==> src/rtl/stt_pkg.sv <==
// shared types, codes and keyword table for the source text tokenizer
// no dependencies
package stt_pkg;

  localparam int unsigned MAX_WORD_LEN_DEF = 32;
  localparam int unsigned NUM_KW = 11;
  localparam logic [30:0] NUM_MAX = 31'h7fffffff;

  localparam logic [2:0] TK_SYM = 3'd0;
  localparam logic [2:0] TK_KW  = 3'd1;
  localparam logic [2:0] TK_ID  = 3'd2;
  localparam logic [2:0] TK_NUM = 3'd3;
  localparam logic [2:0] TK_ERR = 3'd4;

  localparam logic [4:0] SYM_MINUS   = 5'd0;
  localparam logic [4:0] SYM_DEC     = 5'd1;
  localparam logic [4:0] SYM_PLUS    = 5'd2;
  localparam logic [4:0] SYM_INC     = 5'd3;
  localparam logic [4:0] SYM_OR      = 5'd4;
  localparam logic [4:0] SYM_AND     = 5'd5;
  localparam logic [4:0] SYM_LESS    = 5'd6;
  localparam logic [4:0] SYM_LSHIFT  = 5'd7;
  localparam logic [4:0] SYM_GREATER = 5'd8;
  localparam logic [4:0] SYM_RSHIFT  = 5'd9;
  localparam logic [4:0] SYM_NOTEQ   = 5'd10;
  localparam logic [4:0] SYM_ASSIGN  = 5'd11;
  localparam logic [4:0] SYM_EQEQ    = 5'd12;
  localparam logic [4:0] SYM_SEMI    = 5'd13;
  localparam logic [4:0] SYM_COMMA   = 5'd14;
  localparam logic [4:0] SYM_LPAREN  = 5'd15;
  localparam logic [4:0] SYM_RPAREN  = 5'd16;
  localparam logic [4:0] SYM_LBRACE  = 5'd17;
  localparam logic [4:0] SYM_RBRACE  = 5'd18;

  localparam logic [1:0] ERR_UNKNOWN = 2'd0;
  localparam logic [1:0] ERR_BANG    = 2'd1;
  localparam logic [1:0] ERR_LONG    = 2'd2;

  typedef struct packed {
    logic [2:0]  token_kind;
    logic [4:0]  symbol_code;
    logic [3:0]  keyword_code;
    logic [30:0] number_value;
    logic        number_overflow;
    logic [7:0]  ident_char;
    logic [5:0]  ident_position;
    logic        token_done;
    logic [1:0]  error_code;
    logic        last_of_item;
  } res_t;

  function automatic res_t mk_res(logic [2:0] kind);
    res_t r;
    r = '0;
    r.token_kind = kind;
    r.token_done = 1'b1;
    return r;
  endfunction

  // keyword text, left aligned, zero padded
  function automatic logic [63:0] kw_text(logic [3:0] k);
    logic [63:0] t;
    case (k)
      4'd0:    t = "function";
      4'd1:    t = {"proto", 24'h0};
      4'd2:    t = {"val", 40'h0};
      4'd3:    t = {"void", 32'h0};
      4'd4:    t = {"byte", 32'h0};
      4'd5:    t = {"bool", 32'h0};
      4'd6:    t = {"local", 24'h0};
      4'd7:    t = {"global", 16'h0};
      4'd8:    t = {"if", 48'h0};
      4'd9:    t = {"while", 24'h0};
      4'd10:   t = {"return", 16'h0};
      default: t = '0;
    endcase
    return t;
  endfunction

  function automatic logic [7:0] kw_char(logic [3:0] k, logic [5:0] p);
    logic [63:0] s;
    s = kw_text(k) << {p[2:0], 3'b000};
    return (p < 6'd8) ? s[63:56] : 8'h00;
  endfunction

  function automatic logic [6:0] kw_len(logic [3:0] k);
    logic [6:0] n;
    case (k)
      4'd0:                      n = 7'd8;
      4'd1, 4'd6, 4'd9:          n = 7'd5;
      4'd2:                      n = 7'd3;
      4'd3, 4'd4, 4'd5:          n = 7'd4;
      4'd7, 4'd10:               n = 7'd6;
      4'd8:                      n = 7'd2;
      default:                   n = 7'd0;
    endcase
    return n;
  endfunction

  function automatic logic [3:0] kw_code(logic [3:0] k);
    logic [3:0] c;
    case (k)
      4'd0, 4'd1, 4'd2, 4'd3, 4'd4: c = k;
      4'd5:    c = 4'd4;
      default: c = k - 4'd1;
    endcase
    return c;
  endfunction

endpackage

==> src/rtl/stt_in_if.sv <==
// input channel of the tokenizer: one source character or end of text
// depends on nothing
interface stt_in_if;
  logic       valid;
  logic       ready;
  logic       kind;
  logic [7:0] char_code;
  modport source (output valid, kind, char_code, input ready);
  modport sink (input valid, kind, char_code, output ready);
endinterface

==> src/rtl/stt_out_if.sv <==
// output channel of the tokenizer: one token result per transaction
// depends on nothing
interface stt_out_if;
  logic        valid;
  logic        ready;
  logic [2:0]  token_kind;
  logic [4:0]  symbol_code;
  logic [3:0]  keyword_code;
  logic [30:0] number_value;
  logic        number_overflow;
  logic [7:0]  ident_char;
  logic [5:0]  ident_position;
  logic        token_done;
  logic [1:0]  error_code;
  logic        last_of_item;
  modport source (output valid, token_kind, symbol_code, keyword_code, number_value,
                  number_overflow, ident_char, ident_position, token_done, error_code,
                  last_of_item, input ready);
  modport sink (input valid, token_kind, symbol_code, keyword_code, number_value,
                number_overflow, ident_char, ident_position, token_done, error_code,
                last_of_item, output ready);
endinterface

==> src/rtl/stt_kw_match.sv <==
// keyword candidate tracker, narrowed one character at a time as a word grows
// depends on stt_pkg
module stt_kw_match #(
  parameter int unsigned LW = 6
) (
  input  logic          clk,
  input  logic          first,
  input  logic          append,
  input  logic [5:0]    pos,
  input  logic [7:0]    ch,
  input  logic [LW-1:0] len,
  output logic          hit,
  output logic [3:0]    code
);
  logic [stt_pkg::NUM_KW-1:0] cand;

  always_ff @(posedge clk) begin
    for (int k = 0; k < stt_pkg::NUM_KW; k++) begin
      if (first) begin
        cand[k] <= (stt_pkg::kw_char(4'(k), 6'd0) == ch);
      end else if (append) begin
        cand[k] <= cand[k] && (stt_pkg::kw_char(4'(k), pos) == ch);
      end
    end
  end

  always_comb begin
    hit = 1'b0;
    code = '0;
    for (int k = 0; k < stt_pkg::NUM_KW; k++) begin
      if (!hit && cand[k] && (7'(len) == stt_pkg::kw_len(4'(k)))) begin
        hit = 1'b1;
        code = stt_pkg::kw_code(4'(k));
      end
    end
  end
endmodule

==> src/rtl/source_text_tokenizer_top.sv <==
// source text tokenizer top level: sequencer, word buffer memory, output register
// depends on stt_pkg, stt_in_if, stt_out_if, stt_kw_match
//
// in_ch carries one source byte (kind 0) or an end-of-text mark (kind 1) per
// transaction; out_ch carries one token result per transaction, last_of_item
// marking the final result caused by an input transaction
// a held one-character lookahead resolves doubled operators and != ; words
// are kept in a word buffer memory (one write port, one registered read port)
// while a keyword candidate set is narrowed per character
// an input is taken in the idle state and resolved in the resolve state, which
// loads the held token's result into the output register; a result of a newly
// opened token is loaded in the start state that follows
// a character absorbed by the held token passes the idle and resolve states,
// one that opens a new token passes idle, resolve and start; an identifier
// flush adds a read state and an output register load state per character
// reset clears the lookahead class, word length, accumulator and output valid;
// the word buffer itself is not cleared, only entries written are ever read
// when out_ch stalls, the finished result holds in the output register and
// the sequencer waits; in_ch.ready is high only in the idle state, which is
// reached once the last result of the item is in the output register
module source_text_tokenizer_top #(
  parameter int unsigned MAX_WORD_LEN = stt_pkg::MAX_WORD_LEN_DEF
) (
  input logic clk,
  input logic rst,
  stt_in_if.sink    in_ch,
  stt_out_if.source out_ch
);
  localparam int unsigned AW = $clog2(MAX_WORD_LEN);
  localparam int unsigned LW = $clog2(MAX_WORD_LEN + 1);

  typedef enum logic [3:0] {
    PC_NONE, PC_MINUS, PC_PLUS, PC_LESS, PC_GREATER, PC_BANG, PC_ASSIGN,
    PC_WORD, PC_SKIP, PC_NUMBER
  } pc_t;

  typedef enum logic [2:0] {S_IDLE, S_RESOLVE, S_START, S_WALK_RD, S_WALK_OUT} state_t;

  state_t        state;
  pc_t           pc;
  logic [LW-1:0] wlen;
  logic [30:0]   acc;
  logic          ovf;
  logic [7:0]    c;
  logic          eot;
  logic [LW-1:0] idx;
  logic [7:0]    rdata;
  logic          need_start;
  stt_pkg::res_t o;
  logic          o_valid;

  logic [7:0] wbuf [MAX_WORD_LEN];

  // character classes of the held byte
  logic is_a, is_d, is_ws, can_load;
  assign is_a = !eot && ((c >= "A" && c <= "Z") || (c >= "a" && c <= "z"));
  assign is_d = !eot && (c >= "0" && c <= "9");
  assign is_ws = (c == " ") || (c == 8'h09) || (c == 8'h0a);
  assign can_load = !o_valid || out_ch.ready;

  // result of opening a new token with the held byte
  logic          st_emit;
  stt_pkg::res_t st_res;
  always_comb begin
    st_emit = 1'b1;
    st_res = stt_pkg::mk_res(stt_pkg::TK_SYM);
    case (c) inside
      "|": st_res.symbol_code = stt_pkg::SYM_OR;
      "&": st_res.symbol_code = stt_pkg::SYM_AND;
      ";": st_res.symbol_code = stt_pkg::SYM_SEMI;
      ",": st_res.symbol_code = stt_pkg::SYM_COMMA;
      "(": st_res.symbol_code = stt_pkg::SYM_LPAREN;
      ")": st_res.symbol_code = stt_pkg::SYM_RPAREN;
      "{": st_res.symbol_code = stt_pkg::SYM_LBRACE;
      "}": st_res.symbol_code = stt_pkg::SYM_RBRACE;
      "-", "+", "<", ">", "!", "=", " ", 8'h09, 8'h0a: st_emit = 1'b0;
      default: begin
        if (is_a || is_d) begin
          st_emit = 1'b0;
        end else begin
          st_res = stt_pkg::mk_res(stt_pkg::TK_ERR);
          st_res.error_code = stt_pkg::ERR_UNKNOWN;
        end
      end
    endcase
    st_res.last_of_item = 1'b1;
  end

  // decimal accumulate, saturating
  logic [34:0] acc_mul;
  logic        acc_sat;
  assign acc_mul = ({4'b0, acc} << 3) + ({4'b0, acc} << 1) + 35'(c - "0");
  assign acc_sat = acc_mul > {4'b0, stt_pkg::NUM_MAX};

  // keyword candidates
  logic       kw_first, kw_append, kw_hit;
  logic [3:0] kw_code;
  assign kw_first = (state == S_START) && can_load && is_a;
  assign kw_append = (state == S_RESOLVE) && can_load && (pc == PC_WORD) &&
                     (is_a || is_d) && (wlen < LW'(MAX_WORD_LEN));

  stt_kw_match #(.LW(LW)) u_kw (
    .clk    (clk),
    .first  (kw_first),
    .append (kw_append),
    .pos    (6'(wlen)),
    .ch     (c),
    .len    (wlen),
    .hit    (kw_hit),
    .code   (kw_code)
  );

  // resolve the held class against the held byte
  logic          r_emit, r_cons, r_walk;
  stt_pkg::res_t r_res;
  always_comb begin
    r_emit = 1'b0;
    r_cons = 1'b0;
    r_walk = 1'b0;
    r_res = stt_pkg::mk_res(stt_pkg::TK_SYM);
    case (pc)
      PC_MINUS: begin
        r_emit = 1'b1;
        r_cons = !eot && c == "-";
        r_res.symbol_code = r_cons ? stt_pkg::SYM_DEC : stt_pkg::SYM_MINUS;
      end
      PC_PLUS: begin
        r_emit = 1'b1;
        r_cons = !eot && c == "+";
        r_res.symbol_code = r_cons ? stt_pkg::SYM_INC : stt_pkg::SYM_PLUS;
      end
      PC_LESS: begin
        r_emit = 1'b1;
        r_cons = !eot && c == "<";
        r_res.symbol_code = r_cons ? stt_pkg::SYM_LSHIFT : stt_pkg::SYM_LESS;
      end
      PC_GREATER: begin
        r_emit = 1'b1;
        r_cons = !eot && c == ">";
        r_res.symbol_code = r_cons ? stt_pkg::SYM_RSHIFT : stt_pkg::SYM_GREATER;
      end
      PC_ASSIGN: begin
        r_emit = 1'b1;
        r_cons = !eot && c == "=";
        r_res.symbol_code = r_cons ? stt_pkg::SYM_EQEQ : stt_pkg::SYM_ASSIGN;
      end
      PC_BANG: begin
        r_emit = 1'b1;
        r_cons = !eot && c == "=";
        if (r_cons) begin
          r_res.symbol_code = stt_pkg::SYM_NOTEQ;
        end else begin
          r_res = stt_pkg::mk_res(stt_pkg::TK_ERR);
          r_res.error_code = stt_pkg::ERR_BANG;
        end
      end
      PC_WORD: begin
        if (is_a || is_d) begin
          r_cons = 1'b1;
          if (wlen >= LW'(MAX_WORD_LEN)) begin
            r_emit = 1'b1;
            r_res = stt_pkg::mk_res(stt_pkg::TK_ERR);
            r_res.error_code = stt_pkg::ERR_LONG;
          end
        end else if (kw_hit) begin
          r_emit = 1'b1;
          r_res = stt_pkg::mk_res(stt_pkg::TK_KW);
          r_res.keyword_code = kw_code;
        end else begin
          r_walk = 1'b1;
        end
      end
      PC_SKIP: r_cons = is_a || is_d;
      PC_NUMBER: begin
        if (is_d) begin
          r_cons = 1'b1;
        end else begin
          r_emit = 1'b1;
          r_res = stt_pkg::mk_res(stt_pkg::TK_NUM);
          r_res.number_value = acc;
          r_res.number_overflow = ovf;
        end
      end
      default: ;
    endcase
  end

  logic r_need_start;
  assign r_need_start = !eot && !r_cons;

  // word buffer memory: one write, one registered read
  always_ff @(posedge clk) begin
    if (kw_append) begin
      wbuf[wlen[AW-1:0]] <= c;
    end else if (kw_first) begin
      wbuf[0] <= c;
    end
    if (state == S_WALK_RD) begin
      rdata <= wbuf[idx[AW-1:0]];
    end
  end

  logic walk_done;
  assign walk_done = (idx + LW'(1)) == wlen;

  // next output register contents and load strobe
  stt_pkg::res_t o_next;
  logic          o_load;
  always_comb begin
    o_next = stt_pkg::mk_res(stt_pkg::TK_ID);
    o_next.ident_char = rdata;
    o_next.ident_position = 6'(idx);
    o_next.token_done = walk_done;
    o_next.last_of_item = walk_done && !(need_start && st_emit);
    o_load = 1'b0;
    case (state)
      S_RESOLVE: begin
        o_next = r_res;
        o_next.last_of_item = !(r_need_start && st_emit);
        o_load = can_load && r_emit;
      end
      S_START: begin
        o_next = st_res;
        o_load = can_load && st_emit;
      end
      S_WALK_OUT: o_load = can_load;
      default: ;
    endcase
  end

  // sequencer and output register
  always_ff @(posedge clk) begin
    if (rst) begin
      state <= S_IDLE;
      pc <= PC_NONE;
      wlen <= '0;
      acc <= '0;
      ovf <= 1'b0;
      o_valid <= 1'b0;
      idx <= '0;
      need_start <= 1'b0;
    end else begin
      if (o_load) begin
        o <= o_next;
        o_valid <= 1'b1;
      end else if (out_ch.ready) begin
        o_valid <= 1'b0;
      end
      unique case (state)
        S_IDLE: begin
          if (in_ch.valid) begin
            c <= in_ch.char_code;
            eot <= in_ch.kind;
            state <= S_RESOLVE;
          end
        end
        S_RESOLVE: begin
          if (can_load) begin
            need_start <= r_need_start;
            idx <= '0;
            case (pc)
              PC_WORD: begin
                if (is_a || is_d) begin
                  if (wlen < LW'(MAX_WORD_LEN)) begin
                    wlen <= wlen + LW'(1);
                    pc <= PC_WORD;
                  end else begin
                    wlen <= '0;
                    pc <= PC_SKIP;
                  end
                end else begin
                  pc <= PC_NONE;
                  if (!r_walk) begin
                    wlen <= '0;
                  end
                end
              end
              PC_SKIP: pc <= r_cons ? PC_SKIP : PC_NONE;
              PC_NUMBER: begin
                if (is_d) begin
                  acc <= acc_sat ? stt_pkg::NUM_MAX : acc_mul[30:0];
                  ovf <= ovf | acc_sat;
                  pc <= PC_NUMBER;
                end else begin
                  acc <= '0;
                  ovf <= 1'b0;
                  pc <= PC_NONE;
                end
              end
              default: pc <= PC_NONE;
            endcase
            if (r_walk) begin
              state <= S_WALK_RD;
            end else if (r_need_start) begin
              state <= S_START;
            end else begin
              state <= S_IDLE;
            end
          end
        end
        S_START: begin
          if (can_load) begin
            if (!is_ws) begin
              case (c)
                "-": pc <= PC_MINUS;
                "+": pc <= PC_PLUS;
                "<": pc <= PC_LESS;
                ">": pc <= PC_GREATER;
                "!": pc <= PC_BANG;
                "=": pc <= PC_ASSIGN;
                default: begin
                  if (is_a) begin
                    wlen <= LW'(1);
                    pc <= PC_WORD;
                  end else if (is_d) begin
                    acc <= 31'(c - "0");
                    ovf <= 1'b0;
                    pc <= PC_NUMBER;
                  end
                end
              endcase
            end
            state <= S_IDLE;
          end
        end
        S_WALK_RD: state <= S_WALK_OUT;
        S_WALK_OUT: begin
          if (can_load) begin
            idx <= idx + LW'(1);
            if (walk_done) begin
              wlen <= '0;
              state <= need_start ? S_START : S_IDLE;
            end else begin
              state <= S_WALK_RD;
            end
          end
        end
        default: state <= S_IDLE;
      endcase
    end
  end

  assign in_ch.ready = (state == S_IDLE);

  assign out_ch.valid = o_valid;
  assign out_ch.token_kind = o.token_kind;
  assign out_ch.symbol_code = o.symbol_code;
  assign out_ch.keyword_code = o.keyword_code;
  assign out_ch.number_value = o.number_value;
  assign out_ch.number_overflow = o.number_overflow;
  assign out_ch.ident_char = o.ident_char;
  assign out_ch.ident_position = o.ident_position;
  assign out_ch.token_done = o.token_done;
  assign out_ch.error_code = o.error_code;
  assign out_ch.last_of_item = o.last_of_item;
endmodule
==> src/flat_wrapper.sv <==
// flat-port wrapper written by rule: the top's interface ports become plain ports
module source_text_tokenizer_top_flat 
#(
  parameter int unsigned MAX_WORD_LEN = stt_pkg::MAX_WORD_LEN_DEF
)
  (clk, rst, in_ch_valid, in_ch_kind, in_ch_char_code, in_ch_ready, out_ch_valid, out_ch_token_kind, out_ch_symbol_code, out_ch_keyword_code, out_ch_number_value, out_ch_number_overflow, out_ch_ident_char, out_ch_ident_position, out_ch_token_done, out_ch_error_code, out_ch_last_of_item, out_ch_ready);
  stt_in_if in_ch_i ();
  stt_out_if out_ch_i ();
  input logic clk;
  input logic rst;
  input wire logic [$bits(in_ch_i.valid)-1:0] in_ch_valid;
  input wire logic [$bits(in_ch_i.kind)-1:0] in_ch_kind;
  input wire logic [$bits(in_ch_i.char_code)-1:0] in_ch_char_code;
  output wire logic [$bits(in_ch_i.ready)-1:0] in_ch_ready;
  output wire logic [$bits(out_ch_i.valid)-1:0] out_ch_valid;
  output wire logic [$bits(out_ch_i.token_kind)-1:0] out_ch_token_kind;
  output wire logic [$bits(out_ch_i.symbol_code)-1:0] out_ch_symbol_code;
  output wire logic [$bits(out_ch_i.keyword_code)-1:0] out_ch_keyword_code;
  output wire logic [$bits(out_ch_i.number_value)-1:0] out_ch_number_value;
  output wire logic [$bits(out_ch_i.number_overflow)-1:0] out_ch_number_overflow;
  output wire logic [$bits(out_ch_i.ident_char)-1:0] out_ch_ident_char;
  output wire logic [$bits(out_ch_i.ident_position)-1:0] out_ch_ident_position;
  output wire logic [$bits(out_ch_i.token_done)-1:0] out_ch_token_done;
  output wire logic [$bits(out_ch_i.error_code)-1:0] out_ch_error_code;
  output wire logic [$bits(out_ch_i.last_of_item)-1:0] out_ch_last_of_item;
  input wire logic [$bits(out_ch_i.ready)-1:0] out_ch_ready;
  assign in_ch_i.valid = in_ch_valid;
  assign in_ch_i.kind = in_ch_kind;
  assign in_ch_i.char_code = in_ch_char_code;
  assign in_ch_ready = in_ch_i.ready;
  assign out_ch_valid = out_ch_i.valid;
  assign out_ch_token_kind = out_ch_i.token_kind;
  assign out_ch_symbol_code = out_ch_i.symbol_code;
  assign out_ch_keyword_code = out_ch_i.keyword_code;
  assign out_ch_number_value = out_ch_i.number_value;
  assign out_ch_number_overflow = out_ch_i.number_overflow;
  assign out_ch_ident_char = out_ch_i.ident_char;
  assign out_ch_ident_position = out_ch_i.ident_position;
  assign out_ch_token_done = out_ch_i.token_done;
  assign out_ch_error_code = out_ch_i.error_code;
  assign out_ch_last_of_item = out_ch_i.last_of_item;
  assign out_ch_i.ready = out_ch_ready;
  source_text_tokenizer_top #(.MAX_WORD_LEN(MAX_WORD_LEN)) u_core (.clk(clk), .rst(rst), .in_ch(in_ch_i), .out_ch(out_ch_i));
endmodule
==> config.mk <==
export PLATFORM = sky130hd
export DESIGN_NAME = source_text_tokenizer_top_flat
export DESIGN_NICKNAME = d
export VERILOG_FILES = /design/src/rtl/stt_pkg.sv /design/src/rtl/stt_in_if.sv /design/src/rtl/stt_out_if.sv /design/src/rtl/stt_kw_match.sv /design/src/rtl/source_text_tokenizer_top.sv /design/src/flat_wrapper.sv
export SDC_FILE = /design/constraint.sdc
export NUM_CORES = 1
export LEC_CHECK = 0
export ABC_CLOCK_PERIOD_IN_PS = 19300
export BUFFER_PORTS_ARGS = -buffer_cell sky130_fd_sc_hd__buf_4
export CORE_MARGIN = 4
export CORE_UTILIZATION = 40
export CTS_CLUSTER_SIZE = 20
export DETAILED_ROUTE_END_ITERATION = 8
export SYNTH_ARGS = -nofsm -noshare
export SYNTH_HDL_FRONTEND = slang
export SYNTH_SLANG_ARGS = --single-unit
export TNS_END_PERCENT = 1
==> constraint.sdc <==
create_clock -name clk -period 19.3 [get_ports clk]
set_input_delay 3.86 -clock clk [delete_from_list [all_inputs] [get_ports clk]]
set_output_delay 3.86 -clock clk [all_outputs]
set_load 0.005 [all_outputs]
==> results of run 1 <==
## cells in the mapped netlist, drive strengths merged, types with 7 or more instances
library cell  number
a211oi            12
nand3             36
a22oi              7
mux4              80
ha                50
edfxtp           346
fa                30
and3              12
xnor2             39
inv               40
nand2b            22
and2              42
o31ai              8
o211ai             7
nor2b             30
clkbuf            72
o21ai             67
nor3              30
xor2              25
dfxtp             53
a21oi             82
a31oi             11
nor4              10
nand2            100
buf               23
mux2               9
o21a               8
nand4             11
nor2             155
a21o              11
mux2i             14
a311oi            25
or3                8
## flip-flops by register name, indices dropped and copies added (netlist names), 6 cells and up
name	count
u_core.out_ch.ident_char	8
u_core.out_ch.number_value	31
u_core.c	8
u_core.wbuf	256
u_core.wlen	6
u_core.u_kw.cand	11
u_core.out_ch.ident_position	6
u_core.rdata	8
u_core.idx	6
u_core.acc	31
## per-stage QoR
stage | area [um^2] | cells | util (%) | power, mW
5_1_grt | 23000 | 2329 | 45.8 | 2.04
3_3_place_gp | 21500 | 2250 | 42.9 | 1.15
2_1_floorplan | 20300 | 1575 | - | 1.10
6_report | 23000 | 2329 | 45.8 | 1.96
3_5_place_dp | 21500 | 2250 | 42.9 | 1.15
4_1_cts | 23000 | 2329 | 45.8 | 1.98
## routing by layer
layer  GRT usage (%)  up-vias  share of wire, %
li1                -     6083                 -
met1            28.3     6775                44
met2            31.7      519                48
met3            2.82       77               6.0
met4            4.92        0               2.2
met5               0        -                 0
## worst max-delay path by stage
stage	from	end	cells past startpoint
2_1_floorplan	out_ch_ready	u_core.out_ch.error_code[0]$_DFFE_PP_	3
3_3_place_gp	out_ch_ready	u_core.wbuf[19][3]$_DFFE_PP_	6
3_5_place_dp	out_ch_ready	u_core.wbuf[11][4]$_DFFE_PP_	6
4_1_cts	out_ch_ready	u_core.wbuf[11][4]$_DFFE_PP_	6
5_1_grt	out_ch_ready	u_core.wbuf[7][5]$_DFFE_PP_	6
6_report	out_ch_ready	u_core.wbuf[11][4]$_DFFE_PP_	6
## worst reg2reg max path, delay by kind of cell, from the launching register on
kind | cells | cell delay (ps)
fa+ha+maj | 3 | 1280
buf+inv | 5 | 1460
flops | 1 | 320
compound gates | 7 | 1770
simple gates | 2 | 620
## kinds of logic (layout without fill, tap and decap cells)
group,Yosys count,count (layout),synth area share (%)
muxes,103,103,10.1
xor gates and xnor gates,64,64,2.76
and+or+nand+nor,488,488,11.9
DFF,399,399,56.3
AOI/OAI and AO/OA,306,306,10.2
buffers and inverters,135,217,2.65
adders and majority gates,80,80,6.03
## layout make-up
type	instances	area [um^2]	share of cell area [%]
clock buffers	57	1170	5.09
clock inverters	22	254	1.11
inverters	40	150	0.654
multi-input cells	1041	8360	36.4
flip-flops and latches	399	11500	49.9
well taps	672	841	3.66
repair buffers	98	736	3.20
## power groups by stage
stage | sequential [mW] | clock [mW] | combinational (mW)
after floorplan | 0.973 | 0 | 0.129
after global placement | 0.973 | 0 | 0.177
after detailed placement | 0.974 | 0 | 0.180
after CTS | 0.955 | 0.842 | 0.181
after global routing | 0.957 | 0.880 | 0.200
final | 0.955 | 0.827 | 0.182
==> metrics.md, run 1 <==
| Metric | Value |
|---|---|
| CP Capture Type | `register` |
| Most frequent cells in the layout | `edfxtp_1 (346), nor2_1 (155), nand2_1 (100), buf_4 (98), a21oi_1 (82)` |
| Syn_nets | `~1700` |
| EDFF count, synth | `346` |
| Worst IR Drop VDD | `0.0000650 V` |
| Synthesized instance count | `1575` |
| Sequential share of the synthesized area | `a little under three fifths` |
| First-pass GRT wire length | `82000 um` |
| # Post-CTS Setup Buffers | `0` |
| Final setup viols | `0` |
| TritonCTS Sinks | `399` |
| CP bufs+invs | `1` |
| DRT Pass-1 Iters | `6` |
| DIE AREA | `54500 um^2` |
| Fraction of layout cells with a size suffix above 1 | `between 10% and 20%` |
| Async set-or-reset flop fraction in the synthesized netlist | `0%` |
| Worst Skew | `42.5 ps` |
| Initial DRC Count | `between 1000 and 1500` |
| Final slew viol count | `0` |
| Cell family with most CP delay | `simple AND/OR/NAND/NOR gates` |
| Reg clk slew, reported paths | `around 60 ps` |
| Syn_area_per_cell | `12.9 um^2` |
| Layout Nets | `1717` |
| Leak pwr | `between 7 and 8 nW` |
| Primary FF master, synth | `edfxtp_1` |
| IO Pins | `77` |
| Placer congestion estimate | `0.866` |
| Crit-path slowest cell | `nor2_1` |
| CTS tree | `yes` |
| PortBufs | `76` |
| Hold Path Class | `register to register` |
| Max-cap violations | `0` |
| Hold Path Origin | `u_core.ovf$_SDFFE_PP0P_` |
| Final ANT Viol Nets | `0` |
| Reg2reg setup slack | `13730 ps` |
| CP required | `19530 ps` |
| Hold EP | `u_core.ovf$_SDFFE_PP0P_` |
| CP Cell Sequence | `buf_4 -> nand2b_1 -> nand2_1 -> nor4_1 -> nand3_1 -> nor2_1` |
| Num rows | `82` |
| Number of global-route vias before repair | `13274` |
| Worst setup SP type | `input pin` |
| Die Height | `233 um` |
| Outcome | `finished clean` |
| Critical path arrival | `6340 ps` |
| Worst slew pin tran | `1100 ps` |
| WL final | `54000 um` |
| Area leader, netlist | `edfxtp_1` |
| Synth Register Bits | `399` |
| Vias | `around 13000` |
| Final WS setup | `roughly 13000 ps` |
| Hold Vio Cnt, Final | `0` |
| Comb pwr share | `9.3%` |
| Most common cell after layout, fill and taps aside | `edfxtp_1` |
| Max FO, Critical Path | `8` |
| Sw Ratio | `24.6%` |
| CTS root buf | `clkbuf_16` |
| Floorplan core area | `50200 um^2` |
| Pint | `1.48 mW` |
| RSZ-0062 raised after global routing | `false` |
| CP max stage delay | `around 740 ps` |
| Starting density of the core | `40.5%` |
| Sequential fraction of design power | `48.6%` |
| Post-synth top area share | `51.1%` |
| Critical path type | `input pin to register` |
| Tmin final | `6110 ps` |
| Count of cell types in the netlist | `approximately 80` |
| Worst slack, placed | `12580 ps` |
| Slew headroom | `27.0%` |
| Setup TNS | `0 ps` |
| Clock power frac | `approximately 42%` |
| Drt via density | `5.78` |
| Worst-case clock buffer depth | `3` |
| Cts hold-fix bufs | `0` |
| Hpwl dp | `35500 um` |
| Largest net degree at the start of global routing | `67` |
| Worst r2r path cells | `17` |
| Reg2reg start | `u_core.c[4]$_DFFE_PP_` |
| Avg WL per Cell | `23.2 um` |
| Pwr Density | `85.5 nW/um^2` |
| P&R area growth vs syn | `13.0%` |
| Die Wd | `233 um` |
| Hold slack | `472 ps` |
| Mapped cell area | `20300 um^2` |
| Initial antenna violation count | `0` |
| Ys Warns | `0` |
| Final worst path period share | `31.7%` |
| # DRC | `0` |
| Grt ovf | `0` |
| Resize count post-CTS | `0` |
| H-tree levels | `2` |
| Number of CTS-inserted buffers | `44` |
| Worst hold stages | `2` |
| Reg-to-Reg End | `u_core.acc[9]$_SDFFE_PP0P_` |
| Top cells by area, synth | `edfxtp_1 (51%), mux4_2 (8.9%), dfxtp_1 (5.2%)` |
| Worst skew pair latency | `600 ps` |
| # diodes | `0` |
| P_sw | `0.482 mW` |
| Total track usage | `between 15 and 20%` |
| Fill cells | `between 4000 and 5000` |
| Achievable Freq | `164 MHz` |
No activity file was read; power rests on OpenSTA's default activity.
==> run 2: changes to the inputs <==
--- a/config.mk
+++ b/config.mk
@@ -5,7 +5,8 @@
 export SDC_FILE = /design/constraint.sdc
 export NUM_CORES = 1
 export LEC_CHECK = 0
-export ABC_CLOCK_PERIOD_IN_PS = 19300
+export ABC_AREA = 1
+export ABC_CLOCK_PERIOD_IN_PS = 6110
 export BUFFER_PORTS_ARGS = -buffer_cell sky130_fd_sc_hd__buf_4
 export CORE_MARGIN = 4
 export CORE_UTILIZATION = 40
==> constraint.sdc (replaced) <==
create_clock -name clk -period 6.11 [get_ports clk]
set_input_delay 1.222 -clock clk [delete_from_list [all_inputs] [get_ports clk]]
set_output_delay 1.222 -clock clk [all_outputs]
set_load 0.005 [all_outputs]
==> metrics.md, run 2 <==
| Metric | Value |
|---|---|
| Outcome | `finished clean` |
| Synthesized instance count | `2248 (+43%)` |
| Syn_nets | `2341 (+40%)` |
| Most frequent cell after synthesis | `nand2_1` |
| Starting density of the core | `40.6% (+0.11 points)` |
| Worst setup SP type | `register` |
| Number of CTS-inserted buffers | `44 (unchanged)` |
| Hold slack | `458 ps (-14.1 ps)` |
| WL final | `59600 um (+10%)` |
| Drt via density | `5.44 (-5.9%)` |
| Crit-path slowest cell | `nor2_4` |
| Final slew viol count | `0 (unchanged)` |
| Sw Ratio | `27.3% (+2.7 points)` |
| DIE AREA | `56000 um^2 (+2.8%)` |
| Worst Skew | `48.7 ps (+6.25 ps)` |
| P_sw | `1.76 mW (+270%)` |
| Clock power frac | `39.6% (-2.5 points)` |
| Leak pwr | `9.21 nW (+19%)` |
| H-tree levels | `2 (unchanged)` |
| TritonCTS Sinks | `399 (unchanged)` |
| Grt ovf | `0 (unchanged)` |
| Resize count post-CTS | `0 (unchanged)` |
| PortBufs | `76 (unchanged)` |
| Max FO, Critical Path | `28 (+20)` |
| Initial antenna violation count | `0 (unchanged)` |
| CP required | `6610 ps (-12920 ps)` |
| Largest net degree at the start of global routing | `70 (+4.5%)` |
| Top cells by area, synth | `edfxtp_1 (50%), nand2_1 (7.0%), nor2_1 (6.5%)` |
| Sequential fraction of design power | `47.3% (-1.3 points)` |
| Most common cell after layout, fill and taps aside | `nand2_1` |
| Layout Nets | `2396 (+40%)` |
| CP bufs+invs | `3 (+2)` |
| Sequential share of the synthesized area | `54.7% (-1.6 points)` |
| # Post-CTS Setup Buffers | `0 (unchanged)` |
| Worst slew pin tran | `1130 ps (+37.3 ps)` |
| Reg clk slew, reported paths | `60 ps (about the same)` |
| EDFF count, synth | `346 (unchanged)` |
| CP Capture Type | `register` |
| Num rows | `83 (+1.2%)` |
| RSZ-0062 raised after global routing | `false` |
| CTS tree | `yes` |
| Worst-case clock buffer depth | `3 (unchanged)` |
| P&R area growth vs syn | `12.5%` |
| Worst IR Drop VDD | `0.000200 V (+210%)` |
| Critical path type | `register to register` |
| Mapped cell area | `20900 um^2 (+2.9%)` |
| Hpwl dp | `40500 um (+14%)` |
| Largest register FFs | `256 (unchanged)` |
| Setup TNS | `0 ps (unchanged)` |
| Primary FF master, synth | `edfxtp_1` |
| Pint | `4.71 mW (+220%)` |
| Cts hold-fix bufs | `0 (unchanged)` |
| Total track usage | `20.8% (+1.1 points)` |
| Top cells by count, synth | `nand2_1 (392), nor2_1 (361), edfxtp_1 (346)` |
| Comb pwr share | `13.0% (+3.7 points)` |
| Top reg by flops | `u_core.wbuf` |
| Syn_area_per_cell | `9.31 um^2 (-28%)` |
| Hold Path Class | `register to register` |
| Final worst path period share | `77.2%` |
| Die Wd | `237 um (+1.4%)` |
| Final setup viols | `0 (unchanged)` |
| Vias | `16377 (+22%)` |
| Worst path most repeated cell | `nand2_1` |
| Area leader, netlist | `edfxtp_1` |
| Achievable Freq | `212 MHz` |
| CTS root buf | `clkbuf_16` |
| Tmin final | `4720 ps` |
| Ys Warns | `0 (unchanged)` |
| Most frequent cells in the layout | `nand2_1 (392), nor2_1 (359), edfxtp_1 (346), o21ai_0 (219), inv_1 (203)` |
| Synth Register Bits | `399 (unchanged)` |
| Slew headroom | `24.2% (-2.8 points)` |
| IO Pins | `77 (unchanged)` |
| Worst skew pair latency | `610 ps (about the same)` |
| Async set-or-reset flop fraction in the synthesized netlist | `0% (unchanged)` |
| Die Height | `237 um (+1.4%)` |
| # DRC | `0 (unchanged)` |
| Fraction of layout cells with a size suffix above 1 | `9.99% (-6.9 points)` |
| Critical path arrival | `5220 ps (-1120 ps)` |
| Initial DRC Count | `1439 (+3.4%)` |
| Max-cap violations | `0 (unchanged)` |
| Placer congestion estimate | `0.971 (+12%)` |
| Post-synth top area share | `49.7% (-1.5 points)` |
| Cell family with most CP delay | `simple AND/OR/NAND/NOR gates` |
| CP Cell Sequence | `ha_1 -> nor2_4 -> fa_1 -> ha_1 -> nand2_1 -> inv_1 -> nand2_1 -> nand2_1 -> a21oi_1 -> nand2_1 -> nand2_1 -> nand2_1 -> nand2_1 -> nand2_1 -> inv_1 -> nor2_1 -> nand2_2 -> inv_1 -> nand2_1 -> nand2_1 -> a21oi_1` |
| # diodes | `0 (unchanged)` |
| Number of global-route vias before repair | `15669 (+18%)` |
| Count of cell types in the netlist | `57 (-30%)` |
| CP max stage delay | `880 ps (+140 ps)` |
| First-pass GRT wire length | `92600 um (+13%)` |
| Floorplan core area | `51500 um^2 (+2.7%)` |
| Pwr Density | `275 nW/um^2 (+220%)` |
| Final ANT Viol Nets | `0 (unchanged)` |
| Avg WL per Cell | `19.8 um (-15%)` |
| Hold Vio Cnt, Final | `0 (unchanged)` |
| DRT Pass-1 Iters | `6 (unchanged)` |
-- run 2: changes by cell type in the layout (fill, tap and decap cells not counted), moves of 20 or more --
cell	change
nor2b_1	-30
mux4_2	-80
o22ai_1	+77
a311oi_1	-20
nand3_1	+25
o21ai_1	+20
nand2b_1	-22
nand2_1	+292
and2_1	-42
inv_1	+164
o21ai_0	+162
nor2_1	+204
xnor2_1	-32
-- run 2: worst register-to-register path, cell delays in order (launching register included) --
cell and delay, ps:
edfxtp_1 400, ha_1 340, nor2_4 890, fa_1 600, ha_1 370, nand2_1 190
inv_1 60, nand2_1 60, nand2_1 40, a21oi_1 240, nand2_1 190, nand2_1 110
nand2_1 50, nand2_1 50, nand2_1 50, inv_1 50, nor2_1 40, nand2_2 410
inv_1 200, nand2_1 110, nand2_1 50, a21oi_1 130
-- run 2: final timing paths --
path	start	to	slack (ps)	cells past startpoint
hold / removal	u_core.ovf$_SDFFE_PP0P_	u_core.ovf$_SDFFE_PP0P_	460	2
setup / recovery	u_core.c[4]$_DFFE_PP_	u_core.acc[23]$_SDFFE_PP0P_	1390	21
setup reg to reg	u_core.c[4]$_DFFE_PP_	u_core.acc[23]$_SDFFE_PP0P_	1390	21
hold reg to reg	u_core.ovf$_SDFFE_PP0P_	u_core.ovf$_SDFFE_PP0P_	460	2
-- run 2: metal layers --
layer  wire length [um]  GRT usage [%]
met2              27200           32.7
met5                  0              0
met1              26900           30.0
met4               1520           5.86
met3               3980           3.53
-- run 2: power by group through the flow --
stage	Sequential [mW]	Combinational, mW	Clock (mW)
after floorplan	3.11	0.596	0
after global placement	3.12	0.831	0
after detailed placement	3.12	0.837	0
after CTS	3.07	0.842	2.61
after global routing	3.07	0.957	2.73
final	3.06	0.843	2.57
-- run 2: layout make-up --
cell class | instances | area (um^2)
Clock buffer | 54 | 1150
Clock inverter | 21 | 230
Fill cell | 4943 | 28000
Inverter | 225 | 846
Multi-Input combinational cell | 1532 | 8230
Sequential cell | 399 | 11500
Tap cell | 680 | 851
Timing Repair Buffer | 101 | 771
-- run 2: metrics by stage --
step	cell area [um^2]	setup slack [ps]	power [mW]	cells	utilization [%]
final	23500	1390	6.47	3012	45.7
after global routing	23500	995	6.76	3012	45.7
after CTS	23500	1380	6.52	3012	45.7
after detailed placement	22200	1430	3.96	2937	43.0
after global placement	22200	1530	3.95	2937	43.0
after floorplan	20900	492	3.71	2248	-
-- run 2: logic make-up after synthesis --
group,synth area share [%]
flops,54.7
buf+inv,6.02
compound gates,12.8
fa+ha+maj,5.86
simple gates,18.5
xor+xnor,2.09
